$ cat config.mk
export PLATFORM = sky130hd
export DESIGN_NAME = grid_maze_path_search
export DESIGN_NICKNAME = d
export VERILOG_FILES = /design/src/design/gmps_pkg.sv /design/src/design/grid_maze_path_search.sv /design/src/design/gmps_ram.sv
export SDC_FILE = /design/constraint.sdc
export NUM_CORES = 1
export LEC_CHECK = 0
export ABC_AREA = 1
export ABC_CLOCK_PERIOD_IN_PS = 5700
export BUFFER_PORTS_ARGS = -buffer_cell sky130_fd_sc_hd__buf_4
export CORE_ASPECT_RATIO = 1.4
export CORE_MARGIN = 4
export CORE_UTILIZATION = 60
export CTS_CLUSTER_SIZE = 28
export DETAILED_ROUTE_END_ITERATION = 16
export MAX_ROUTING_LAYER = met4
export PLACE_DENSITY = 0.76
export SYNTH_ARGS = -nofsm -noshare
export SYNTH_HDL_FRONTEND = slang
export SYNTH_SLANG_ARGS = --single-unit
export TNS_END_PERCENT = 100
$ cat constraint.sdc
create_clock -name clk -period 5.7 [get_ports clk]
set_input_delay 1.14 -clock clk [delete_from_list [all_inputs] [get_ports clk]]
set_output_delay 1.14 -clock clk [all_outputs]
set_load 0.03 [all_outputs]
$ cat src/design/gmps_pkg.sv
`timescale 1ns / 1ps
`default_nettype none
// ----------------------------------------------------------------------------
// Maze solver package
// Shared widths, cell and direction codes, and the word types of both ports.
// ----------------------------------------------------------------------------
package gmps_pkg;

  localparam int DEF_ROWS = 5;
  localparam int DEF_COLS = 5;

  localparam int COORD_W = 3;
  localparam int KIND_W  = 2;
  localparam int OKIND_W = 3;
  localparam int DIR_W   = 3;

  localparam logic OP_LOAD  = 1'b0;
  localparam logic OP_SOLVE = 1'b1;

  localparam logic [KIND_W-1:0] KIND_OPEN  = 2'd0;
  localparam logic [KIND_W-1:0] KIND_WALL  = 2'd1;
  localparam logic [KIND_W-1:0] KIND_START = 2'd2;
  localparam logic [KIND_W-1:0] KIND_EXIT  = 2'd3;

  localparam logic [OKIND_W-1:0] OUT_KIND_OPEN = 3'd0;
  localparam logic [OKIND_W-1:0] OUT_KIND_PATH = 3'd4;

  localparam logic [DIR_W-1:0] DIR_DOWN  = 3'd0;
  localparam logic [DIR_W-1:0] DIR_RIGHT = 3'd1;
  localparam logic [DIR_W-1:0] DIR_UP    = 3'd2;
  localparam logic [DIR_W-1:0] DIR_LEFT  = 3'd3;
  localparam logic [DIR_W-1:0] DIR_DONE  = 3'd4;

  typedef struct packed {
    logic               operation;
    logic [COORD_W-1:0] row;
    logic [COORD_W-1:0] col;
    logic [KIND_W-1:0]  cell_kind;
  } item_t;

  typedef struct packed {
    logic [COORD_W-1:0] out_row;
    logic [COORD_W-1:0] out_col;
    logic [OKIND_W-1:0] out_kind;
    logic               found;
    logic               last;
  } result_t;

endpackage

`default_nettype wire

$ cat src/design/grid_maze_path_search.sv
`timescale 1ns / 1ps
`default_nettype none
// ----------------------------------------------------------------------------
// Grid maze path search
// Depth-first maze solver with an explicit stack over a ROWS x COLS grid.
// ----------------------------------------------------------------------------
// A load word leaves busy low, so loads run one per cycle.
// A solve word holds busy high: the start scan reads, then checks each cell; each
// search move skips a neighbour outside the grid or reads the grid, then checks it;
// each back-out reads the stack; and the report reads each cell, then sends one word.
// The one grid RAM read port, shared by scan, search and report, paces these steps.
// Reset returns the sequencer to idle; the grid contents are undefined until loaded.
module grid_maze_path_search import gmps_pkg::*; #(
  parameter int ROWS = DEF_ROWS,
  parameter int COLS = DEF_COLS
) (
  input  logic    clk,
  input  logic    rst,
  input  logic    start,
  input  item_t   item,
  output logic    busy,
  output result_t result,
  output logic    result_strobe
);

  localparam int NCELLS  = ROWS * COLS;
  localparam int CELL_W  = $clog2(NCELLS);
  localparam int DEPTH_W = $clog2(NCELLS + 1);

  typedef struct packed {
    logic [COORD_W-1:0] row;
    logic [COORD_W-1:0] col;
    logic [CELL_W-1:0]  idx;
    logic [DIR_W-1:0]   dir;
  } entry_t;

  localparam int ENTRY_W = $bits(entry_t);

  typedef enum logic [7:0] {
    S_IDLE     = 8'b0000_0001,
    S_SCAN_RD  = 8'b0000_0010,
    S_SCAN_CHK = 8'b0000_0100,
    S_STEP     = 8'b0000_1000,
    S_NB_CHK   = 8'b0001_0000,
    S_POP_LD   = 8'b0010_0000,
    S_EMIT_RD  = 8'b0100_0000,
    S_EMIT_OUT = 8'b1000_0000
  } state_t;

  state_t state, state_next;

  logic [COORD_W-1:0] pos_row, pos_col, cur_row, cur_col, nb_row, nb_col;
  logic [CELL_W-1:0]  pos_idx, cur_idx, nb_idx;
  logic [DIR_W-1:0]   cur_dir;
  logic [DEPTH_W-1:0] depth;
  logic [NCELLS-1:0]  visited, path_mark;

  logic               accept, load_ok, solve_go, pos_end, push_ok, strobe_next;
  logic [CELL_W-1:0]  load_idx, grid_raddr;
  logic [KIND_W-1:0]  grid_rdata;
  logic [DEPTH_W-1:0] depth_m1, depth_m2;
  entry_t             push_entry, pop_entry;
  logic [ENTRY_W-1:0] stack_rdata;

  // Neighbour for the current direction.
  logic               nb_in;
  logic [COORD_W-1:0] nr, nc;
  logic [CELL_W-1:0]  ni;

  assign busy     = (state != S_IDLE);
  assign accept   = start && !busy;
  assign load_ok  = accept && (item.operation == OP_LOAD)
                    && ({1'b0, item.row} < 4'(ROWS)) && ({1'b0, item.col} < 4'(COLS));
  assign solve_go = accept && (item.operation == OP_SOLVE);
  assign load_idx = CELL_W'(item.row) * CELL_W'(COLS) + CELL_W'(item.col);
  assign pos_end  = (pos_idx == CELL_W'(NCELLS - 1));
  assign depth_m1 = depth - DEPTH_W'(1);
  assign depth_m2 = depth - DEPTH_W'(2);
  assign push_ok  = (grid_rdata != KIND_WALL) && !visited[nb_idx]
                    && (depth < DEPTH_W'(NCELLS));
  assign pop_entry = entry_t'(stack_rdata);

  // A word goes out on a failed scan, on backing out of the start cell, and in
  // every report cycle.
  assign strobe_next = ((state == S_SCAN_CHK) && (grid_rdata != KIND_START) && pos_end)
                       || ((state == S_STEP) && (cur_dir == DIR_DONE)
                           && (depth == DEPTH_W'(1)))
                       || (state == S_EMIT_OUT);

  always_comb begin
    nb_in = 1'b0;
    nr    = cur_row;
    nc    = cur_col;
    ni    = cur_idx;
    case (cur_dir)
      DIR_DOWN: begin
        nb_in = (cur_row != COORD_W'(ROWS - 1));
        nr    = cur_row + COORD_W'(1);
        ni    = cur_idx + CELL_W'(COLS);
      end
      DIR_RIGHT: begin
        nb_in = (cur_col != COORD_W'(COLS - 1));
        nc    = cur_col + COORD_W'(1);
        ni    = cur_idx + CELL_W'(1);
      end
      DIR_UP: begin
        nb_in = (cur_row != '0);
        nr    = cur_row - COORD_W'(1);
        ni    = cur_idx - CELL_W'(COLS);
      end
      DIR_LEFT: begin
        nb_in = (cur_col != '0);
        nc    = cur_col - COORD_W'(1);
        ni    = cur_idx - CELL_W'(1);
      end
      default: begin
        nb_in = 1'b0;
      end
    endcase
  end

  always_comb begin
    case (state)
      S_STEP:  grid_raddr = ni;
      default: grid_raddr = pos_idx;
    endcase
  end

  assign push_entry = '{row: cur_row, col: cur_col, idx: cur_idx, dir: cur_dir};

  gmps_ram #(
    .WIDTH (KIND_W),
    .DEPTH (NCELLS)
  ) u_grid (
    .clk   (clk),
    .we    (load_ok),
    .waddr (load_idx),
    .wdata (item.cell_kind),
    .raddr (grid_raddr),
    .rdata (grid_rdata)
  );

  // The stack RAM holds every entry below the top; the top lives in cur_*.
  gmps_ram #(
    .WIDTH (ENTRY_W),
    .DEPTH (NCELLS)
  ) u_stack (
    .clk   (clk),
    .we    ((state == S_NB_CHK) && (grid_rdata != KIND_EXIT) && push_ok),
    .waddr (depth_m1[CELL_W-1:0]),
    .wdata (push_entry),
    .raddr (depth_m2[CELL_W-1:0]),
    .rdata (stack_rdata)
  );

  always_comb begin
    state_next = state;
    case (state)
      S_IDLE:     if (solve_go) state_next = S_SCAN_RD;
      S_SCAN_RD:  state_next = S_SCAN_CHK;
      S_SCAN_CHK: begin
        if (grid_rdata == KIND_START) begin
          state_next = S_STEP;
        end else if (pos_end) begin
          state_next = S_IDLE;
        end else begin
          state_next = S_SCAN_RD;
        end
      end
      S_STEP: begin
        if (cur_dir == DIR_DONE) begin
          state_next = (depth == DEPTH_W'(1)) ? S_IDLE : S_POP_LD;
        end else if (nb_in) begin
          state_next = S_NB_CHK;
        end
      end
      S_NB_CHK:   state_next = (grid_rdata == KIND_EXIT) ? S_EMIT_RD : S_STEP;
      S_POP_LD:   state_next = S_STEP;
      S_EMIT_RD:  state_next = S_EMIT_OUT;
      S_EMIT_OUT: state_next = pos_end ? S_IDLE : S_EMIT_RD;
      default:    state_next = S_IDLE;
    endcase
  end

  always_ff @(posedge clk) begin
    if (rst) begin
      state         <= S_IDLE;
      result_strobe <= 1'b0;
      depth         <= '0;
      visited       <= '0;
      path_mark     <= '0;
    end else begin
      state         <= state_next;
      result_strobe <= strobe_next;
      case (state)
        S_IDLE: begin
          if (solve_go) begin
            visited   <= '0;
            path_mark <= '0;
            depth     <= '0;
            pos_row   <= '0;
            pos_col   <= '0;
            pos_idx   <= '0;
          end
        end
        S_SCAN_CHK: begin
          if (grid_rdata == KIND_START) begin
            cur_row          <= pos_row;
            cur_col          <= pos_col;
            cur_idx          <= pos_idx;
            cur_dir          <= DIR_DOWN;
            depth            <= DEPTH_W'(1);
            visited[pos_idx] <= 1'b1;
          end else if (pos_end) begin
            result        <= '{out_row: '0, out_col: '0, out_kind: OUT_KIND_OPEN,
                               found: 1'b0, last: 1'b1};
          end else if (pos_col == COORD_W'(COLS - 1)) begin
            pos_col <= '0;
            pos_row <= pos_row + COORD_W'(1);
            pos_idx <= pos_idx + CELL_W'(1);
          end else begin
            pos_col <= pos_col + COORD_W'(1);
            pos_idx <= pos_idx + CELL_W'(1);
          end
        end
        S_STEP: begin
          if (cur_dir == DIR_DONE) begin
            // Backing out: the cell leaves the path but stays visited.
            path_mark[cur_idx] <= 1'b0;
            depth              <= depth_m1;
            if (depth == DEPTH_W'(1)) begin
              result        <= '{out_row: '0, out_col: '0, out_kind: OUT_KIND_OPEN,
                                 found: 1'b0, last: 1'b1};
            end
          end else begin
            cur_dir <= cur_dir + DIR_W'(1);
            nb_row  <= nr;
            nb_col  <= nc;
            nb_idx  <= ni;
          end
        end
        S_NB_CHK: begin
          if (grid_rdata == KIND_EXIT) begin
            pos_row <= '0;
            pos_col <= '0;
            pos_idx <= '0;
          end else if (push_ok) begin
            visited[nb_idx]   <= 1'b1;
            path_mark[nb_idx] <= 1'b1;
            cur_row           <= nb_row;
            cur_col           <= nb_col;
            cur_idx           <= nb_idx;
            cur_dir           <= DIR_DOWN;
            depth             <= depth + DEPTH_W'(1);
          end
        end
        S_POP_LD: begin
          cur_row <= pop_entry.row;
          cur_col <= pop_entry.col;
          cur_idx <= pop_entry.idx;
          cur_dir <= pop_entry.dir;
        end
        S_EMIT_OUT: begin
          result.out_row  <= pos_row;
          result.out_col  <= pos_col;
          result.out_kind <= path_mark[pos_idx] ? OUT_KIND_PATH : {1'b0, grid_rdata};
          result.found    <= 1'b1;
          result.last     <= pos_end;
          if (pos_col == COORD_W'(COLS - 1)) begin
            pos_col <= '0;
            pos_row <= pos_row + COORD_W'(1);
          end else begin
            pos_col <= pos_col + COORD_W'(1);
          end
          pos_idx <= pos_idx + CELL_W'(1);
        end
        default: begin
        end
      endcase
    end
  end

  // The search stack never grows beyond the number of cells.
  a_depth_bound: assert property (@(posedge clk) disable iff (rst)
    depth <= DEPTH_W'(NCELLS))
    else $error("search stack deeper than the grid");

  // A cell can only be on the path once it has been visited.
  a_path_visited: assert property (@(posedge clk) disable iff (rst)
    (path_mark & ~visited) == '0)
    else $error("path cell not marked visited");

  // While searching the stack holds at least the start cell.
  a_depth_nonzero: assert property (@(posedge clk) disable iff (rst)
    (state == S_STEP || state == S_NB_CHK) |-> depth != '0)
    else $error("search running on an empty stack");

  // A not-found word always closes the run.
  a_notfound_last: assert property (@(posedge clk) disable iff (rst)
    (result_strobe && !result.found) |-> result.last)
    else $error("not-found word without last");

  // The last word of a run is followed by a quiet cycle.
  a_last_gap: assert property (@(posedge clk) disable iff (rst)
    (result_strobe && result.last) |=> !result_strobe)
    else $error("word emitted straight after the last one");

endmodule

`default_nettype wire

$ cat src/design/gmps_ram.sv
`timescale 1ns / 1ps
`default_nettype none
// ----------------------------------------------------------------------------
// Generic RAM
// One write port and one read port with registered read data.
// ----------------------------------------------------------------------------
module gmps_ram #(
  parameter int WIDTH = 8,
  parameter int DEPTH = 32
) (
  input  logic                     clk,
  input  logic                     we,
  input  logic [$clog2(DEPTH)-1:0] waddr,
  input  logic [WIDTH-1:0]         wdata,
  input  logic [$clog2(DEPTH)-1:0] raddr,
  output logic [WIDTH-1:0]         rdata
);

  logic [WIDTH-1:0] mem [DEPTH];

  always_ff @(posedge clk) begin
    if (we) begin
      mem[waddr] <= wdata;
    end
    rdata <= mem[raddr];
  end

endmodule

`default_nettype wire

# Word-level counts from Yosys, hierarchy flattened
# Memories as Yosys holds them, arrays and structs flattened. A register that Yosys moved wholly into a read port is not among the register bits.
# Index checks and enable logic that the tools add are counted.
[word_totals] latch_bits=0 n_memories=2 elab_cells=210 out_inout_bits=13 rom_bits=0 ram_bits=400 regBits=111
[mem_list] memory="u_stack.mem" words=25 width=14 read_ports=1 rd_clocked_by_memory_dff=1 wr=1 line="gmps_ram.sv:19" rtl="logic [WIDTH-1:0] mem [DEPTH];"
[mem_list] memory="u_grid.mem" words=25 width=2 read_ports=1 rd_clocked_by_memory_dff=1 wr=1 line="gmps_ram.sv:19"
[op_classes] reduce_logical=39 n_addsub=16 magnitude_cmp=9 div=0 n_mul=1 muxes=80 n_eq_ne=35 shift=0 bitwise_logic=8
[ops] operator="$mux 25" count=7
[ops] operator="$pmux 25 s3" count=2
[ops] operator="$or 25x25->25" count=3
[ops] operator="$pmux 8 s8" count=1
[ops] operator="$mux 5" count=12
[ops] operator="$pmux 5 s4" count=3
[ops] operator="$mux 3" count=19
[ops] operator="$mux 11" count=4
[ops] operator="$pmux 3 s4" count=3
[ops] operator="$pmux 11 s3" count=1
[ops] operator="$and 25x25->25" count=1
[ops] operator="$not 25->25" count=1
[ops] operator="$mux 8" count=3
[ops] operator="$reduce_and 6->1" count=4
[ops] operator="$lt 5x6->1 const B" count=3
[ops] operator="$ne 2x2->1 const B" count=9
[ops] operator="$pmux 3 s3" count=2
[ops] operator="$reduce_bool 3->1" count=6
[ops] operator="$logic_and 1x1->1" count=16
[ops] operator="$add 3x1->3 const B" count=5
[ops] operator="$add 5x1->5 const B" count=3
[ops] operator="$demux 1 s5" count=3
[ops] operator="$ge 5x1->1 const B" count=3
[ops] operator="$pmux 5 s3" count=1
[ops] operator="other kinds (43)" count=73

# Logic depth before layout (Yosys ltp)
# Gate-level depths: netlist of the first run.
[depth] depth_word=8 ltp_mapped=22

# By module
# From an unflattened synthesis of the first run, not the netlist that was laid out.
[hier_totals] cells_unflattened=2670 hier_area_um2=24708.7
[by_module_without_submodules] module="gmps_ram at u_stack" cells_per_inst=1415 instances=1 area_per_inst_um2=15304.7
[by_module_without_submodules] module="grid_maze_path_search" cells_per_inst=1008 instances=1 area_per_inst_um2=6989.2
[by_module_without_submodules] module="gmps_ram at u_grid" cells_per_inst=247 instances=1 area_per_inst_um2=2414.8

# Worst setup path after synthesis of the first run
# Ideal clock, no wire load.
[synth_path] path_type="flip-flop to flip-flop" from="register depth[1]" to="memory u_stack.mem[11][0] in the netlist's numbering (enable)" t_arrival_ps=3113 path_buffers=2 period_less_slack_ps=3516 setup_slack_ps=2184 required_time_ps=5297 path_stages_with_launch=15 setup_ps=403 path_cell_list="dfxtp_1 -> inv_1 -> clkbuf_1 -> clkbuf_1 -> ha_1 -> nand2_1 -> nand2_1 -> nand2_1 -> inv_1 -> nand2_1 -> nor2_1 -> nand2_2 -> nor2_1 -> nand3_1 -> nor3_1"
[synth_via] elab_chain_len=5 elab_cells_between_ends=6
[synth_rtl] element="start, declared" line="grid_maze_path_search.sv:55" rtl="logic [DEPTH_W-1:0] depth;"
[synth_rtl] element="start signal, assigned" line="grid_maze_path_search.sv:230" rtl="depth <= depth_m1;"
[synth_rtl] element="start signal, assigned" line="grid_maze_path_search.sv:254" rtl="depth <= depth + DEPTH_W'(1);"
[synth_rtl] element="$lt 5x5->1" line="grid_maze_path_search.sv:80" rtl="&& (depth < DEPTH_W'(NCELLS));"
[synth_rtl] element="$logic_and 1x1->1" line="grid_maze_path_search.sv:80"
[synth_rtl] element="$logic_and 1x1->1" line="grid_maze_path_search.sv:149" rtl=".we ((state == S_NB_CHK) && (grid_rdata != KIND_EXIT) && push_ok),"
[synth_rtl] element="$mux 1" line="gmps_ram.sv:22" rtl="if (we) begin"
[synth_rtl] element="$mux 1 (not written as such)" line="gmps_ram.sv:23" rtl="mem[waddr] <= wdata;"
[synth_rtl] element="end, declared" line="gmps_ram.sv:19"
# Several ways; a longest one is shown, not always the timed one.

# Worst setup path in the final report of the first run
[layout_path] from="register cur_dir[0]" to="register u_grid.rdata[0] (read register of u_grid.mem)"
[layout_via] elab_chain_len=3 elab_cells_between_ends=6
[layout_rtl] element="start, declared" line="grid_maze_path_search.sv:54" rtl="logic [DIR_W-1:0] cur_dir;"
[layout_rtl] element="start signal, assigned" line="grid_maze_path_search.sv:236" rtl="cur_dir <= cur_dir + DIR_W'(1);"
[layout_rtl] element="start signal, assigned" line="grid_maze_path_search.sv:261" rtl="cur_dir <= pop_entry.dir;"
[layout_rtl] element="$eq 3x2->1, or another cell as far along" line="grid_maze_path_search.sv:95" rtl="case (cur_dir)"
[layout_rtl] element="$pmux 5 s4 (*)" line="grid_maze_path_search.sv:95"
[layout_rtl] element="net ni[1]" line="grid_maze_path_search.sv:68" rtl="logic [CELL_W-1:0] ni;"
[layout_rtl] element="$mux 5 (*)" line="grid_maze_path_search.sv:123" rtl="case (state)"
[layout_rtl] element="end, declared" line="gmps_ram.sv:16" rtl="output logic [WIDTH-1:0] rdata"
# Mark *: on every way through the listed nets, which the timed path passes. The rest lies on a longest branch.
# A chain may end at the register's enable or synchronous reset.

==> results.toml, run 1 <==
[run_status]
outcome = "finished clean"

[clock_tree]
cts_root_buffer = "clkbuf_16"
clk_latency_ns = 0.58
ctsHoldBuffers = 0
cts_max_path_buffers = 3
cts_tree = "built"
cts-resized-gates = 0
post-cts-setup-buffers = 0
path_clk_slew_ns = 0.07
cts_sinks = 527
cts_made_buffers = 48
h-tree-depth = 2

[synth]
ys_warn_count = 0
synth_cells = 2287
ys_top_cells_by_area = "edfxtp_1 57%, dfxtp_1 6.8%, nor2_1 6.2%, o21ai_0 5.5%, nand2_1 5.0%"
synth.avg_cell_area_sq_um = 10.3
synth_nets = 2334
synthArstFlopShare_pct = 0
synth_edf_count = 447
synth_cell_types = 48
ys_ff_latch = 527
yosys.area.top_type_share_pct = 57.1
yosysMostFrequentCell = "edfxtp_1"
syn_area_sq_mm = 0.0235
yosys-top-cells-count = "447 x edfxtp_1, 387 x nor2_1, 315 x nand2_1"
synth_ff_type = "edfxtp_1"
ys_seq_area_share_pct = 63.9
synth_top_cell_by_area = "edfxtp_1"

[drt]
drt_first_pass_iters = 6
vias = 17800
wl_um = 62900
wire_per_inst_um = 22.0
drt_iter0_markers = 2018
ant_nets = 0
drt-vias-per-instance = 6.23
post-route-drc-count = 0

[power_and_ir_drop]
power_density_mw_per_mm2 = 388
power_leakage_uw = 0.00924
max-vdd-ir-drop_mv = 0.246

[sta]
tightest_slew_ns = 1.33
slew_headroom_pct = 11.4
drv_slew = 0
final.setup_skew_ns = 0.0182
whs_ns = 0.452
fin_tns_setup_ns = 0
hold_viol = 0
post-route-period-util_pct = 69.9
rsz0062_at_grt = "false"
min_period_ns = 3.98
fmaxAchievable_ghz = 0.251
setup_viol = 0

[setup_path]
cp_common_cell = "nand2_1"
critPathMaxStageDelay_ns = 1.02
critical_path_required_ns = 6.22
crit_path_start_kind = "flop"
worst_setup_path_end_kind = "flop"
crit_chain = "ha_1 > ha_1 > inv_1 > nand2_1 > nand3_1 > nand2_1 > inv_1 > ha_1 > nand2_1 > nand2_1 > o21ai_1 > nand3_1 > nand2_1 > nand2_1 > nand2_1 > nand2_1 > nand2_1 > nand2_1 > nand2_1"
worstSetupPathType = "reg2reg"
worst-path-max-fanout = 29
arrival_ns = 4.50
critical_path.slowest_cell = "edfxtp_1"

[cells_and_area]
diodes = 0
fin_nets = 2340
area_growth_pct = 10.1
drive_gt1_share_pct = 7.89

[global_routing]
grt_use_total_pct = 29.8
antenna_found_initial = 0
grt_overflow = 0
grt_pass1_vias = 17400
grt_first_pass_wirelength_um = 96200
grt_max_degree = 99

[floorplan]
die_area_sq_mm = 0.0425
die_w_um = 175
rows = 85
coreArea_sq_mm = 0.0386
die_h_um = 242
pin_count = 25
start_util_pct = 60.9

[placement]
dp_hpwl_um = 38800
portBuffers = 24
gp_congestion = 0.975

[flow_run]
drv_cap = 0

[worst_hold_path]
hp-class = "reg2reg"
## metal layers
layer / GRT usage (%) / vias up / wire length, um
li1: - / 8066 / -
met4: 15.8 / 0 / 3880
met1: 34.1 / 8510 / 22200
met3: 4.21 / 229 / 4830
met2: 50.8 / 977 / 32000
met5: - / - / 0
## state kept, by name, summed over array words and instances (netlist names), 5 cells and up
| name | count |
|---|---|
| pos_idx | 5 |
| path_mark | 25 |
| visited | 25 |
| depth | 5 |
| result | 11 |
| nb_idx | 5 |
| u_stack.rdata | 14 |
| cur_idx | 5 |
| u_grid.mem | 50 |
| state | 8 |
| u_stack.mem | 350 |
## cell families after synthesis
family	share of synthesized area, %
AOI/OAI and AO/OA	12.4
xor gates and xnor gates	0.596
adders and majority gates	1.96
buffers and inverters	5.14
DFF	63.9
and+or+nand+nor	16.0
## cell type report
type	count	area [sq um]
Multi-Input combinational cell	1453	7310
Clock buffer	56	1260
Fill cell	2888	12700
Sequential cell	527	15000
Tap cell	522	653
Clock inverter	34	354
Inverter	189	712
Timing Repair Buffer	74	556
## power breakdown
part	total (uW)	switching (uW)	internal [uW]
Clock	3310	1430	1870
Sequential	4380	120	4260
Combinational	2350	1740	611
Total	10000	3290	6750
## critical path: cells and delay by family (launching register included)
kind | cells | cell delay, ns
and+or+nand+nor | 13 | 1.21
DFF | 1 | 1.02
adders and majority gates | 3 | 0.84
buffers and inverters | 2 | 0.14
AOI/OAI and AO/OA | 1 | 0.68
## final timing paths
| check | startpoint | to | slack (ns) | depth (start not counted) |
|---|---|---|---|---|
| worst max-delay path | cur_dir[0] | u_grid.rdata[0] | 1.72 | 19 |
| worst max register to register | cur_dir[0] | u_grid.rdata[0] | 1.72 | 19 |
| worst min register to register | path_mark[4] | path_mark[4] | 0.45 | 2 |
| worst min-delay path | path_mark[4] | path_mark[4] | 0.45 | 2 |
## metrics by stage
stage / total power, uW / util (%) / worst slack [ns] / area [sq um] / cells
2_1_floorplan: 5960 / - / 2.18 / 23500 / 2287
3_3_place_gp: 6710 / 62.8 / 1.96 / 24300 / 2765
3_5_place_dp: 6740 / 62.8 / 1.78 / 24300 / 2765
4_1_cts: 10000 / 67.0 / 1.72 / 25900 / 2855
5_1_grt: 10400 / 67.0 / 1.33 / 25900 / 2855
6_report: 10000 / 67.0 / 1.72 / 25900 / 2855
## placed cells by master (no fill, tap or decap), drive strengths merged, types with 2 or more instances in the layout
| cell | netlist | routed |
|---|---|---|
| a21oi | 75 | 75 |
| a31oi | 3 | 3 |
| a32oi | 10 | 10 |
| and3 | 2 | 2 |
| buf | 29 | 74 |
| bufinv | 0 | 6 |
| clkbuf | 89 | 56 |
| clkinv | 3 | 22 |
| clkinvlp | 0 | 4 |
| dfxtp | 80 | 80 |
| edfxtp | 447 | 447 |
| fa | 3 | 3 |
| ha | 32 | 32 |
| inv | 186 | 191 |
| nand2 | 320 | 320 |
| nand3 | 135 | 135 |
| nand3b | 4 | 4 |
| nand4 | 26 | 26 |
| nor2 | 387 | 387 |
| nor3 | 13 | 13 |
| nor4 | 9 | 9 |
| o211ai | 25 | 25 |
| o21ai | 269 | 269 |
| o21bai | 2 | 2 |
| o221ai | 53 | 53 |
| o22ai | 55 | 55 |
| o31ai | 2 | 2 |
| or2 | 5 | 5 |
| xnor2 | 5 | 5 |
| xor2 | 11 | 11 |
Power figures use the tool's default switching activity.
==> run 2: changes to the inputs <==
ABC_CLOCK_PERIOD_IN_PS = 3900   (was 5700)
clock period = 3.9 ns   (was 5.7 ns; I/O delays follow)
==> results.toml, run 2 (synthesis gave the netlist of run 1 again) <==
[power_and_ir_drop]
p_comb_share_pct = 23.6
p_total_uw = 14700
max-vdd-ir-drop_mv = 0.488
p_sw_share_pct = 32.4
power_leakage_uw = 0.00934
p_switching_uw = 4760
internal-power_uw = 9920
seq_power_share_pct = 43.5
power_density_mw_per_mm2 = 564
power.share.clock_pct = 33.0

[clock_tree]
clk_latency_ns = 0.58
cts-resized-gates = 0
path_clk_slew_ns = 0.06
post-cts-setup-buffers = 0
ctsHoldBuffers = 0
cts_sinks = 527
cts_max_path_buffers = 3
h-tree-depth = 2
cts_made_buffers = 47
cts_tree = "built"
cts_root_buffer = "clkbuf_16"

[sta]
final.setup_skew_ns = 0.0179
min_period_ns = 3.38
whs_ns = 0.453
post-route-period-util_pct = 86.6
tightest_slew_ns = 1.26
drv_slew = 0
hold_viol = 0
fin_tns_setup_ns = 0
rsz0062_at_grt = "false"
slew_headroom_pct = 15.2
setup_viol = 0
fmaxAchievable_ghz = 0.296

[floorplan]
die_area_sq_mm = 0.0425
die_w_um = 175
pin_count = 25
coreArea_sq_mm = 0.0386
start_util_pct = 60.9
rows = 85
die_h_um = 242

[cells_and_area]
nFillCells = 2897
diodes = 0
final_cell_mix = "447 x edfxtp_1, 387 x nor2_1, 315 x nand2_1"
drive_gt1_share_pct = 8.57
largest-register = "u_stack.mem"
multi_input_area_sq_mm = 0.00731
ff_latch_area_sq_mm = 0.0150
final_common_cell = "edfxtp_1"
fin_nets = 2354
top_regs = "u_stack.mem x350, u_grid.mem x50"
largest_register_ff_count = 350
post-route-util_pct = 67.4
area_growth_pct = 10.7

[global_routing]
grt_use_total_pct = 30.0
grt_max_degree = 170
grt_first_pass_wirelength_um = 97100
grt_overflow = 0
antenna_found_initial = 0
grt_pass1_vias = 17500

[worst_hold_path]
hold_path_end = "path_mark[4]"
hp-class = "reg2reg"
whs_path_depth = 2
min_from = "path_mark[4]"

[drt]
drt_first_pass_iters = 7
drt_iter0_markers = 2131
ant_nets = 0
drt-vias-per-instance = 6.22
wire_per_inst_um = 21.9
vias = 17800
wl_um = 62800
post-route-drc-count = 0

[setup_path]
crit_path_start_kind = "flop"
reg2reg_setup_slack_ns = 0.52
arrival_ns = 3.56
regToRegStartpoint = "pos_idx[1]"
worst-r2r-cell-count = 7
rr_endpoint = "pos_idx[0]"
worst_setup_path_end_kind = "flop"
worstSetupPathType = "reg2reg"
worst-path-max-fanout = 13
critical_path_required_ns = 4.09

[placement]
dp_hpwl_um = 39400
portBuffers = 24
gp_congestion = 1.04

[flow_run]
drv_cap = 0

[run_status]
outcome = "finished clean"
## run 2: changes by cell type in the layout (fill, tap and decap cells not counted)
cell,before,now
bufinv_16,6,5
inv_16,0,2
clkbuf_16,49,50
clkinv_2,7,11
clkinvlp_4,4,2
clkbuf_8,1,4
inv_6,3,2
clkinv_1,12,9
clkinv_4,2,0
clkbuf_1,6,5
inv_8,1,0
clkinv_8,1,0
buf_12,0,1
buf_4,74,88
## run 2: layer usage
layer | part of all wire, % | wire length [um] | global-route usage, %
met2 | 50 | 31600 | 50.5
met4 | 6.4 | 4040 | 16.0
met5 | 0 | 0 | -
met1 | 36 | 22500 | 35.6
met3 | 7.4 | 4670 | 3.43
## run 2: cell type report
cell class / count / area share [%]
flip-flops and latches: 527 / 57.8
multi-input cells: 1453 / 28.1
clock buffers: 59 / 5.09
inverters: 189 / 2.74
repair buffers: 89 / 2.62
well taps: 522 / 2.51
clock inverters: 29 / 1.17
## run 2: power groups by stage
stage                     combinational [uW]  clock, uW  sequential [uW]
after floorplan                         2300          0             6420
after global placement                  3330          0             6490
after detailed placement                3380          0             6490
after CTS                               3410       4870             6370
after global routing                    3730       5120             6390
final                                   3460       4840             6380
## run 2: critical path, cell delays in order, from the launching register on
cell and delay, ns:
edfxtp_1 0.69, inv_1 0.39, ha_1 0.39, inv_1 0.15
nor4_1 0.09, inv_1 0.19, o221ai_1 0.15, nor2_1 0.94
## run 2: how the worst max path moves through the flow
| stage | start | slack, ns | cells past startpoint | to |
|---|---|---|---|---|
| floorplan | depth[1] | 0.38 | 14 | u_stack.mem[19][0] |
| detailed placement | pos_idx[1] | 0.69 | 7 | pos_idx[1] |
| finish | pos_idx[1] | 0.52 | 7 | pos_idx[0] |
| CTS | pos_idx[1] | 0.68 | 7 | pos_idx[2] |
| global route | cur_dir[0] | 0.44 | 21 | u_grid.rdata[0] |
| global placement | depth[1] | 0.74 | 5 | u_stack.mem[24][7] |
## run 2: metrics by stage
stage | cells | setup WS [ns] | cell area, sq um
6_report | 2868 | 0.524 | 26000
5_1_grt | 2868 | 0.435 | 26000
4_1_cts | 2868 | 0.681 | 26000
3_5_place_dp | 2780 | 0.689 | 24400
3_3_place_gp | 2780 | 0.737 | 24400
2_1_floorplan | 2287 | 0.384 | 23500
